==> config.mk <==
export PLATFORM = sky130hd
export DESIGN_NAME = arith_expression_tokenizer_core
export DESIGN_NICKNAME = d
export VERILOG_FILES = /design/src/rtl/aetk_pkg.sv /design/src/rtl/arith_expression_tokenizer_core.sv
export VERILOG_INCLUDE_DIRS = /design/src /design/src/rtl
export SDC_FILE = /design/constraint.sdc
export NUM_CORES = 1
export LEC_CHECK = 0
export ABC_AREA = 1
export BUFFER_PORTS_ARGS = -buffer_cell sky130_fd_sc_hd__buf_2
export CAP_MARGIN = 15
export CORE_ASPECT_RATIO = 2
export CORE_UTILIZATION = 48
export CTS_CLUSTER_SIZE = 12
export DETAILED_ROUTE_END_ITERATION = 12
export PLACE_DENSITY = 0.69
export SKIP_LAST_GASP = 1
export SYNTH_ARGS = -nofsm -noshare
export SYNTH_HDL_FRONTEND = slang
export SYNTH_SLANG_ARGS = --single-unit
==> constraint.sdc <==
create_clock -name clock -period 3 [get_ports clock]
set_clock_uncertainty 0.15 [all_clocks]
set_input_delay 0.6 -clock clock [delete_from_list [all_inputs] [get_ports clock]]
set_output_delay 0.6 -clock clock [all_outputs]
set_load 0.01 [all_outputs]
==> src/rtl/arith_expression_tokenizer_core_macros.svh <==
// Assertion macros shared by the tokenizer RTL.
`ifndef ARITH_EXPRESSION_TOKENIZER_CORE_MACROS_SVH
`define ARITH_EXPRESSION_TOKENIZER_CORE_MACROS_SVH

// A condition that must hold at every clock edge outside reset.
`define AETK_ASSERT_ALWAYS(label, cond, msg) \
   label: assert property (@(posedge clock) disable iff (reset) (cond)) else $error(msg);

// A consequence that must hold in the cycle after its antecedent.
`define AETK_ASSERT_NEXT(label, ante, cons, msg) \
   label: assert property (@(posedge clock) disable iff (reset) (ante) |=> (cons)) \
      else $error(msg);

`endif

==> src/rtl/aetk_pkg.sv <==
// Package with the token codes, widths and character classes of the tokenizer.
`timescale 1ns / 1ps

package aetk_pkg;

   localparam int VALUE_BITS = 31;
   localparam int LINE_BITS = 16;
   localparam int WIDE_BITS = VALUE_BITS + 4;
   localparam int KIND_BITS = 4;
   localparam int CHAR_BITS = 8;
   localparam int PAYLOAD_BITS = VALUE_BITS + 1 + LINE_BITS;
   localparam int DATA_BITS = ((PAYLOAD_BITS + 7) / 8) * 8;
   localparam int FIFO_DEPTH = 4;
   localparam int FIFO_PTR_BITS = $clog2(FIFO_DEPTH);
   localparam int FIFO_CNT_BITS = $clog2(FIFO_DEPTH + 1);

   localparam logic [CHAR_BITS-1:0] CHAR_NUL = 8'h00;
   localparam logic [CHAR_BITS-1:0] CHAR_PLUS = 8'h2B;
   localparam logic [CHAR_BITS-1:0] CHAR_MINUS = 8'h2D;
   localparam logic [CHAR_BITS-1:0] CHAR_STAR = 8'h2A;
   localparam logic [CHAR_BITS-1:0] CHAR_SLASH = 8'h2F;
   localparam logic [CHAR_BITS-1:0] CHAR_LPAREN = 8'h28;
   localparam logic [CHAR_BITS-1:0] CHAR_RPAREN = 8'h29;
   localparam logic [CHAR_BITS-1:0] CHAR_SPACE = 8'h20;
   localparam logic [CHAR_BITS-1:0] CHAR_TAB = 8'h09;
   localparam logic [CHAR_BITS-1:0] CHAR_NEWLINE = 8'h0A;
   localparam logic [CHAR_BITS-1:0] CHAR_RETURN = 8'h0D;
   localparam logic [CHAR_BITS-1:0] CHAR_FORMFEED = 8'h0C;
   localparam logic [CHAR_BITS-1:0] CHAR_ZERO = 8'h30;
   localparam logic [CHAR_BITS-1:0] CHAR_NINE = 8'h39;

   typedef enum logic [KIND_BITS-1:0] {
      KIND_EOF = 4'd0,
      KIND_PLUS = 4'd1,
      KIND_MINUS = 4'd2,
      KIND_STAR = 4'd3,
      KIND_SLASH = 4'd4,
      KIND_LPAREN = 4'd5,
      KIND_RPAREN = 4'd6,
      KIND_INTLIT = 4'd7,
      KIND_ERROR = 4'd8
   } token_kind_type;

   typedef struct packed {
      logic emit;
      token_kind_type kind;
   } char_class_type;

   typedef struct packed {
      token_kind_type kind;
      logic [VALUE_BITS-1:0] value;
      logic overflow;
      logic [LINE_BITS-1:0] line;
      logic last;
   } token_entry_type;

   function automatic char_class_type classify(input logic [CHAR_BITS-1:0] c);
      char_class_type r;
      r.emit = 1'b1;
      r.kind = KIND_ERROR;
      case (c)
         CHAR_NUL: r.kind = KIND_EOF;
         CHAR_PLUS: r.kind = KIND_PLUS;
         CHAR_MINUS: r.kind = KIND_MINUS;
         CHAR_STAR: r.kind = KIND_STAR;
         CHAR_SLASH: r.kind = KIND_SLASH;
         CHAR_LPAREN: r.kind = KIND_LPAREN;
         CHAR_RPAREN: r.kind = KIND_RPAREN;
         CHAR_SPACE, CHAR_TAB, CHAR_NEWLINE, CHAR_RETURN, CHAR_FORMFEED: r.emit = 1'b0;
         default: r.kind = KIND_ERROR;
      endcase
      return r;
   endfunction

endpackage

==> src/rtl/arith_expression_tokenizer_core.sv <==
// Top level of the arithmetic expression tokenizer: lexer state and result queue.
`timescale 1ns / 1ps

// The tokenizer takes one character byte per transfer and can accept a byte in every cycle.
// Each byte is classified and the lexer state (literal accumulator, line counter, halt flag)
// is updated in the cycle of its transfer; its zero, one or two tokens enter a four-entry
// result queue, and req_tready is low only while fewer than two queue slots are free.
// A byte that ends a literal and is itself a token gives two tokens, so the sustained rate is
// one byte per cycle except where the result side must drain two tokens for one byte.
// After an end-of-input or error token every further byte is taken and dropped until reset.
module arith_expression_tokenizer_core (
   input  logic clock,
   input  logic reset,
   input  logic req_tvalid,
   output logic req_tready,
   input  logic [aetk_pkg::CHAR_BITS-1:0] req_tdata,  // char_byte
   output logic rsp_tvalid,
   input  logic rsp_tready,
   // literal_value, literal_overflow, line_number
   output logic [aetk_pkg::DATA_BITS-1:0] rsp_tdata,
   output logic [aetk_pkg::KIND_BITS-1:0] rsp_tuser,  // token_kind
   output logic rsp_tlast                             // last_of_run
);
   import aetk_pkg::*;
   `include "arith_expression_tokenizer_core_macros.svh"

   localparam logic [VALUE_BITS-1:0] VALUE_MAX = {VALUE_BITS{1'b1}};
   localparam logic [LINE_BITS-1:0] LINE_MAX = {LINE_BITS{1'b1}};

   logic in_number_ff, in_number_in;
   logic [VALUE_BITS-1:0] accum_ff, accum_in;
   logic accum_ovf_ff, accum_ovf_in;
   logic [LINE_BITS-1:0] line_ff, line_in;
   logic halted_ff, halted_in;

   token_entry_type fifo_ff [FIFO_DEPTH];
   logic [FIFO_PTR_BITS-1:0] wr_ptr_ff, wr_ptr_in;
   logic [FIFO_PTR_BITS-1:0] rd_ptr_ff, rd_ptr_in;
   logic [FIFO_CNT_BITS-1:0] count_ff, count_in;

   logic req_xfer, rsp_xfer, active;
   logic digit;
   logic [WIDE_BITS-1:0] prod;
   logic prod_ovf;
   char_class_type cls;
   logic emit_lit, emit_tok, push0, push1;
   token_entry_type res_lit, res_tok, res0, res1;
   token_entry_type head;

   assign req_tready = (count_ff <= FIFO_CNT_BITS'(FIFO_DEPTH - 2));
   assign req_xfer = req_tvalid && req_tready;
   assign active = req_xfer && !halted_ff;
   assign rsp_xfer = rsp_tvalid && rsp_tready;

   always_comb begin
      digit = (req_tdata >= CHAR_ZERO) && (req_tdata <= CHAR_NINE);
      cls = classify(req_tdata);
      prod = (WIDE_BITS'(accum_ff) << 3) + (WIDE_BITS'(accum_ff) << 1)
           + WIDE_BITS'(req_tdata[3:0]);
      prod_ovf = accum_ovf_ff || (prod[WIDE_BITS-1:VALUE_BITS] != '0);

      line_in = line_ff;
      if (active && (req_tdata == CHAR_NEWLINE) && (line_ff != LINE_MAX)) begin
         line_in = line_ff + LINE_BITS'(1);
      end

      emit_lit = active && in_number_ff && !digit;
      emit_tok = active && !digit && cls.emit;

      in_number_in = in_number_ff;
      accum_in = accum_ff;
      accum_ovf_in = accum_ovf_ff;
      halted_in = halted_ff;
      if (active) begin
         if (digit) begin
            in_number_in = 1'b1;
            if (in_number_ff) begin
               accum_ovf_in = prod_ovf;
               accum_in = prod_ovf ? VALUE_MAX : prod[VALUE_BITS-1:0];
            end else begin
               accum_ovf_in = 1'b0;
               accum_in = VALUE_BITS'(req_tdata[3:0]);
            end
         end else begin
            in_number_in = 1'b0;
            accum_in = '0;
            accum_ovf_in = 1'b0;
            if (cls.emit && ((cls.kind == KIND_EOF) || (cls.kind == KIND_ERROR))) begin
               halted_in = 1'b1;
            end
         end
      end

      res_lit.kind = KIND_INTLIT;
      res_lit.value = accum_ff;
      res_lit.overflow = accum_ovf_ff;
      res_lit.line = line_in;
      res_lit.last = !emit_tok;
      res_tok.kind = cls.kind;
      res_tok.value = '0;
      res_tok.overflow = 1'b0;
      res_tok.line = line_in;
      res_tok.last = 1'b1;

      push0 = emit_lit || emit_tok;
      push1 = emit_lit && emit_tok;
      res0 = emit_lit ? res_lit : res_tok;
      res1 = res_tok;

      wr_ptr_in = wr_ptr_ff + FIFO_PTR_BITS'({1'b0, push0} + {1'b0, push1});
      rd_ptr_in = rsp_xfer ? rd_ptr_ff + FIFO_PTR_BITS'(1) : rd_ptr_ff;
      count_in = count_ff + FIFO_CNT_BITS'(push0) + FIFO_CNT_BITS'(push1)
               - FIFO_CNT_BITS'(rsp_xfer);
   end

   always_ff @(posedge clock) begin
      if (reset) begin
         in_number_ff <= 1'b0;
         accum_ff <= '0;
         accum_ovf_ff <= 1'b0;
         line_ff <= LINE_BITS'(1);
         halted_ff <= 1'b0;
         wr_ptr_ff <= '0;
         rd_ptr_ff <= '0;
         count_ff <= '0;
      end else begin
         in_number_ff <= in_number_in;
         accum_ff <= accum_in;
         accum_ovf_ff <= accum_ovf_in;
         line_ff <= line_in;
         halted_ff <= halted_in;
         wr_ptr_ff <= wr_ptr_in;
         rd_ptr_ff <= rd_ptr_in;
         count_ff <= count_in;
      end
   end

   always_ff @(posedge clock) begin
      if (push0) begin
         fifo_ff[wr_ptr_ff] <= res0;
      end
      if (push1) begin
         fifo_ff[wr_ptr_ff + FIFO_PTR_BITS'(1)] <= res1;
      end
   end

   assign head = fifo_ff[rd_ptr_ff];
   assign rsp_tvalid = (count_ff != '0);
   assign rsp_tdata = DATA_BITS'({head.line, head.overflow, head.value});
   assign rsp_tuser = head.kind;
   assign rsp_tlast = head.last;

   `AETK_ASSERT_ALWAYS(a_count_bound, count_ff <= FIFO_CNT_BITS'(FIFO_DEPTH), "queue count exceeds depth")
   `AETK_ASSERT_NEXT(a_halt_sticky, halted_ff, halted_ff, "halt flag cleared without reset")
   `AETK_ASSERT_ALWAYS(a_number_not_halted, !(in_number_ff && halted_ff), "literal open while halted")
   `AETK_ASSERT_ALWAYS(a_idle_accum_clear, in_number_ff || (accum_ff == '0 && !accum_ovf_ff), "accumulator not cleared outside a literal")
   `AETK_ASSERT_NEXT(a_halted_no_push, req_xfer && halted_ff, count_ff <= $past(count_ff), "token queued while halted")
   `AETK_ASSERT_ALWAYS(a_plain_token_zero, !rsp_tvalid || head.kind == KIND_INTLIT || (head.value == '0 && !head.overflow), "non-literal token carries a value")

endmodule
Word level (Yosys, flattened, before mapping):

Memory sizes are Yosys's and may differ from the RTL's. A register that Yosys moved wholly into a read port is not among the register bits.
Index checks and enable logic that the tools add are counted.

* $add $sub $neg: 10
* multipliers: 0
* divide/modulo/power cells: 0
* magnitude comparators: 3
* eq/ne operators: 13
* shifts and indexed selects: 0
* multiplexer cells: 16
* bitwise operators: 1
* reduce and logical (&&, ||, !) cells: 24

Operator list (count)
* $mux W31: 3
* $eq A8 B6 Y1 const B: 7
* $mux W53: 1
* $add A34 B32 Y35: 1
* $add A35 B4 Y35: 1
* $eq A8 B4 Y1 const B: 4
* $pmux W4 S7: 1
* $add A16 B1 Y16 const B: 1
* $mux W16: 1
* $ne A16 B16 Y1 const B: 1
* $logic_and A1 B1 Y1: 12
* $ge A8 B6 Y1 const B: 1
* $le A8 B6 Y1 const B: 1
* $logic_not A8 Y1: 1
* $mux W1: 8
* $add A3 B1 Y3: 2
* $reduce_or A5 Y1: 1
* $add A2 B1 Y2 const B: 2
* $eq A4 B4 Y1 const B: 1
* $logic_not A4 Y1: 1
* $mux W2: 2
* $reduce_bool A4 Y1: 1
* $le A3 B2 Y1 const B: 1
* $logic_not A1 Y1: 3
* other kinds (7): 9

* register bits after elaboration: 57
* bits in latches: 0
* memory bits (writable): 212
* ROM bits: 0
* input port bits: 12
* memories kept: 1

Memory list
* fifo_ff: depth 4, width 53, rd ports 1, clocked after memory_dff 1, wr ports 2, RTL line arith_expression_tokenizer_core.sv:36 `token_entry_type fifo_ff [FIFO_DEPTH];`

Longest topological paths before layout:

* word-level depth: 9
* mapped depth: 18
* gate-level depth less buffers: 17

Worst setup path after synthesis:

OpenSTA, ideal clock, no wires.

* path kind: input to register
* from: in req_tdata[3] in the netlist's numbering
* to: reg accum_ff[16]
* library setup time: 0.132 ns
* data arrival time: 2.911 ns
* data required time: 2.718 ns
* slack: -0.194 ns
* stages: 15
* buffers on the path: 1
* path through: fa_1 -> fa_1 -> nand2_1 -> o21ai_0 -> nand2_1 -> nand2_1 -> nand2_1 -> nand2_1 -> nand3_1 -> nand2_1 -> nor2_1 -> nand2_1 -> nand2_2 -> buf_2 -> a21oi_1

* word-level cells in the longest chain between the ends: 6

RTL lines
* start: declaration: RTL line arith_expression_tokenizer_core.sv:16 `input logic [aetk_pkg::CHAR_BITS-1:0] req_tdata,`
* $add A35 B4 Y35: RTL line arith_expression_tokenizer_core.sv:59 `+ WIDE_BITS'(req_tdata[3:0]);`
* $reduce_bool A4 Y1: RTL line arith_expression_tokenizer_core.sv:60 `prod_ovf = accum_ovf_ff || (prod[WIDE_BITS-1:VALUE_BITS] != '0);`
* $logic_or A1 B1 Y1: RTL line arith_expression_tokenizer_core.sv:60
* $mux W31: RTL line arith_expression_tokenizer_core.sv:79 `accum_in = prod_ovf ? VALUE_MAX : prod[VALUE_BITS-1:0];`
* $mux W31: RTL line arith_expression_tokenizer_core.sv:77 `if (in_number_ff) begin`
* $mux W31 (*): RTL line arith_expression_tokenizer_core.sv:75 `if (digit) begin`
* end signal: assignment: RTL line arith_expression_tokenizer_core.sv:128 `accum_ff <= accum_in;`
* end: declaration: RTL line arith_expression_tokenizer_core.sv:31 `logic [VALUE_BITS-1:0] accum_ff, accum_in;`

Every way passes the cells marked *; elsewhere a longest branch is shown, timed or not.
A chain may end at the register's enable or synchronous reset.

==> key figures <==
Run status
  – Run status: completed

Yosys
  – Register area share after synthesis: around 44%
  – Mean cell area of the mapped netlist: about 7.6 um^2
  – Number of nets produced by synthesis: between 1500 and 2000
  – Cell area after technology mapping: 14100 um^2
  – Most used flip-flop cell after synthesis: sky130_fd_sc_hd__dfxtp_1
  – Yosys synthesis warning count: 0
  – Post-synth cell types: between 40 and 50
  – Proportion of synthesized flip-flops having asynchronous set or reset: 0%
  – Number of register bits inferred by synthesis: around 270
  – Gate count after technology mapping: 1858
  – EDFF count, synth: 80

Floorplanning
  – Number of placement rows: 88
  – Placeable core area: 28800 um^2
  – Die Footprint: 30000 um^2
  – Initial core utilization: around half
  – Count of pins on the block boundary: between 60 and 70
  – Height of the die: 244 um
  – Die X: between 100 and 150 um

STA
  – Final-report setup violation count: 0
  – Final Cycle Share: a little over nine tenths
  – Rel. slew slack: 54.6%
  – Fin crit period: 2.97 ns
  – Actual slew at the worst max-slew pin: between 0.6 and 0.7 ns
  – Endpoints failing hold: 0
  – Pins over their slew limit: 0
  – Maximum clock frequency: between 300 and 400 MHz
  – RSZ-0062 raised after global routing: true

Placement
  – # placed instances: approximately 2300
  – Count of input and output buffers: 66
  – HPWL reported at the end of detailed placement: around 32 mm
  – Gp weighted congestion: slightly below 1

Clock network
  – Maximum number of buffers from clock root to sink: 3
  – CTS H-Tree Depth: 1
  – CTS tree: done
  – Hold buffers post-CTS: 0
  – TritonCTS Buffers: 26
  – Reg clk slew, reported paths: 0.06 ns
  – Clock latency of the later-clocked register in the worst-skew pair: between 0.5 and 0.6 ns
  – Root buf cell: sky130_fd_sc_hd__clkbuf_16
  – Number of sinks handled by clock tree synthesis: about 270

Drt
  – Wire length reported by the detailed router: around 44 mm
  – First DRT Iteration DRCs: 870
  – Number of remaining DRC errors: 0
  – DR vias: around 13000
  – Wire length per cell: 18.4 um
  – Via-to-Cell Ratio: between 5 and 6
  – Number of iterations in the first detailed-routing pass: 5
  – DRT antenna net count: 0

Power and ir drop
  – Pwr Density: just under 600 nW/um^2
  – VDD IR-drop max: 0.000399 V
  – Overall power consumption: approximately 9.7 mW
  – Leakage: between 7 and 8 nW

Final layout
  – Fin util: 57.3%
  – Register Area: 6250 um^2
  – Layout overhead on the synthesized area: 17.4%
  – Antenna diode count: 0
  – Count of fill cells added during filler insertion: 2696
  – Area used by multi-input combinational logic: 6940 um^2
  – Ratio of cells with drive above 1 in the final layout: roughly 15%
  – Net count, final: about 2100
  – Final cell count without fillers: 2366

Global route
  – Wire length of the first global-routing pass: roughly 67 mm
  – Aggregate global-route resource usage: approximately 29%
  – Via count of the first global-routing pass: 13300
  – Largest net degree at the start of global routing: between 100 and 150
  – Gr ovfl total: 0
  – Number of antenna violations at the first check in global routing: 0

Setup path
  – Endpoint of the lowest-slack register-to-register path: count_ff[2]
  – CP Launch Type: flop
  – Crit path capture: rsp_tdata[6]
  – Internal reg-to-reg setup slack: 0.10 ns
  – Data arrival time of the critical path: about 2.2 ns
  – Maximum fanout encountered on the critical timing path: 20
  – Type of the setup path with the least slack: flop to primary output
  – Start of the worst register-to-register path: count_ff[1]
  – Register-to-Register Path Depth: 13
  – Type of destination of the critical path: primary output
  – Critical path data required time: 2.25 ns

Worst hold path
  – Hold Path Class: flop to flop
  – Worst Hold Depth: 2
  – Start point of the worst min-delay path: fifo_ff[0][23]

Job
  – Max-capacitance violation count: 0
==> stage by stage <==
stage	setup slack (ns)	TNS, ns	hold WS [ns]	area (um^2)
after detailed placement	-0.279	-12.30	0.283	15500
after CTS	0.0362	0	0.298	16300
final	0.0315	0	0.298	16500
after global routing	-0.0232	-0.211	0.318	16500
after floorplan	0.000599	0	0.270	14100
after global placement	-0.220	-7.31	0.279	15500
==> synthesized netlist by cell type, types with 4 or more instances <==
cell type,n,area (um^2)
sky130_fd_sc_hd__nor4_1,4,25.0
sky130_fd_sc_hd__nand2_1,449,1690
sky130_fd_sc_hd__nor2_4,6,67.6
sky130_fd_sc_hd__nor2_2,4,25.0
sky130_fd_sc_hd__o22ai_1,55,344
sky130_fd_sc_hd__a22oi_1,9,67.6
sky130_fd_sc_hd__nor3_1,11,55.1
sky130_fd_sc_hd__clkbuf_1,51,191
sky130_fd_sc_hd__ha_1,64,801
sky130_fd_sc_hd__edfxtp_1,80,2400
sky130_fd_sc_hd__nand3_1,42,210
sky130_fd_sc_hd__dfxtp_1,191,3820
sky130_fd_sc_hd__o21ai_1,30,150
sky130_fd_sc_hd__buf_2,21,105
sky130_fd_sc_hd__a21oi_1,122,611
sky130_fd_sc_hd__xor2_1,21,184
sky130_fd_sc_hd__buf_6,4,45.0
sky130_fd_sc_hd__o21ai_0,197,986
sky130_fd_sc_hd__fa_1,5,100
sky130_fd_sc_hd__xnor2_1,9,78.8
sky130_fd_sc_hd__nor2_8,6,120
sky130_fd_sc_hd__inv_1,176,661
sky130_fd_sc_hd__nand4_1,5,31.3
sky130_fd_sc_hd__o21bai_1,6,45.0
sky130_fd_sc_hd__inv_2,7,26.3
sky130_fd_sc_hd__nor2_1,252,946
==> cell type report <==
cell class | instances | share of cell area, %
Sequential cell | 271 | 37.8
Multi-Input combinational cell | 1324 | 42.0
Tap cell | 360 | 2.73
Clock buffer | 39 | 4.42
Clock inverter | 1 | 0.0303
Inverter | 184 | 4.20
Timing Repair Buffer | 187 | 8.79
==> how the worst min path moves through the flow <==
stage	end
6_report	fifo_ff[0][23]
5_1_grt	fifo_ff[0][24]
2_1_floorplan	fifo_ff[0][22]
3_3_place_gp	fifo_ff[0][24]
3_5_place_dp	fifo_ff[0][48]
4_1_cts	fifo_ff[0][48]
==> power breakdown <==
part	total [mW]	switching [mW]	internal [mW]
Combinational	2.64	1.80	0.847
Clock	3.01	1.35	1.66
Sequential	4.03	0.0656	3.96
Total	9.68	3.21	6.47
==> cell families after synthesis <==
group / share of synthesized area [%]
muxes: 0.0711
adders and majority gates: 6.40
buffers and inverters: 7.48
DFF: 44.2
xor gates and xnor gates: 1.87
and+or+nand+nor: 23.6
AOI/OAI and AO/OA: 16.3
==> placed cells by master, fill, tap and decap left out, drive strengths merged, types with 4 or more instances in the layout <==
cell    netlist  final
buf          28    185
nor2        268    268
nor3b         4      4
clkbuf       51     41
ha           64     64
dfxtp       191    191
edfxtp       80     80
o21ai       227    227
a21oi       124    124
o21bai        6      6
xnor2         9      9
nor3         14     14
nand4         5      5
o22ai        55     55
xor2         21     21
nor4          4      4
fa            5      5
nand2       454    454
inv         183    184
nand3        43     43
a22oi         9      9
==> routing by layer <==
metal	GRT usage [%]	part of all wire (%)	up-vias
met2	56.7	55	421
met4	21.8	7.8	0
met5	0	0	-
li1	-	-	6373
met3	3.52	4.4	189
met1	26.2	32	6131
==> worst max-delay path, stage by stage (launching register included) <==
cell	delay, ns
sky130_fd_sc_hd__dfxtp_4	0.35
sky130_fd_sc_hd__inv_2	0.31
sky130_fd_sc_hd__buf_4	0.33
sky130_fd_sc_hd__o21ai_0	0.12
sky130_fd_sc_hd__o22ai_1	0.35
sky130_fd_sc_hd__buf_2	0.21
==> state kept, by name, indices dropped and copies added, names as in the netlist, named ones only <==
signal and flops:
fifo_ff 212, accum_ff 31, line_ff 16, count_ff 3, rd_ptr_ff 2, wr_ptr_ff 2
accum_ovf_ff 1, halted_ff 1, in_number_ff 1
==> repair_timing <==
action / CTS / global route
setup endpoints to repair: 0 / 41
resized for setup: 0 / 52
endpoints found under the hold margin: 0 / 0
setup buffers: 0 / 6
Note: power is estimated with default switching activity, not from simulation.
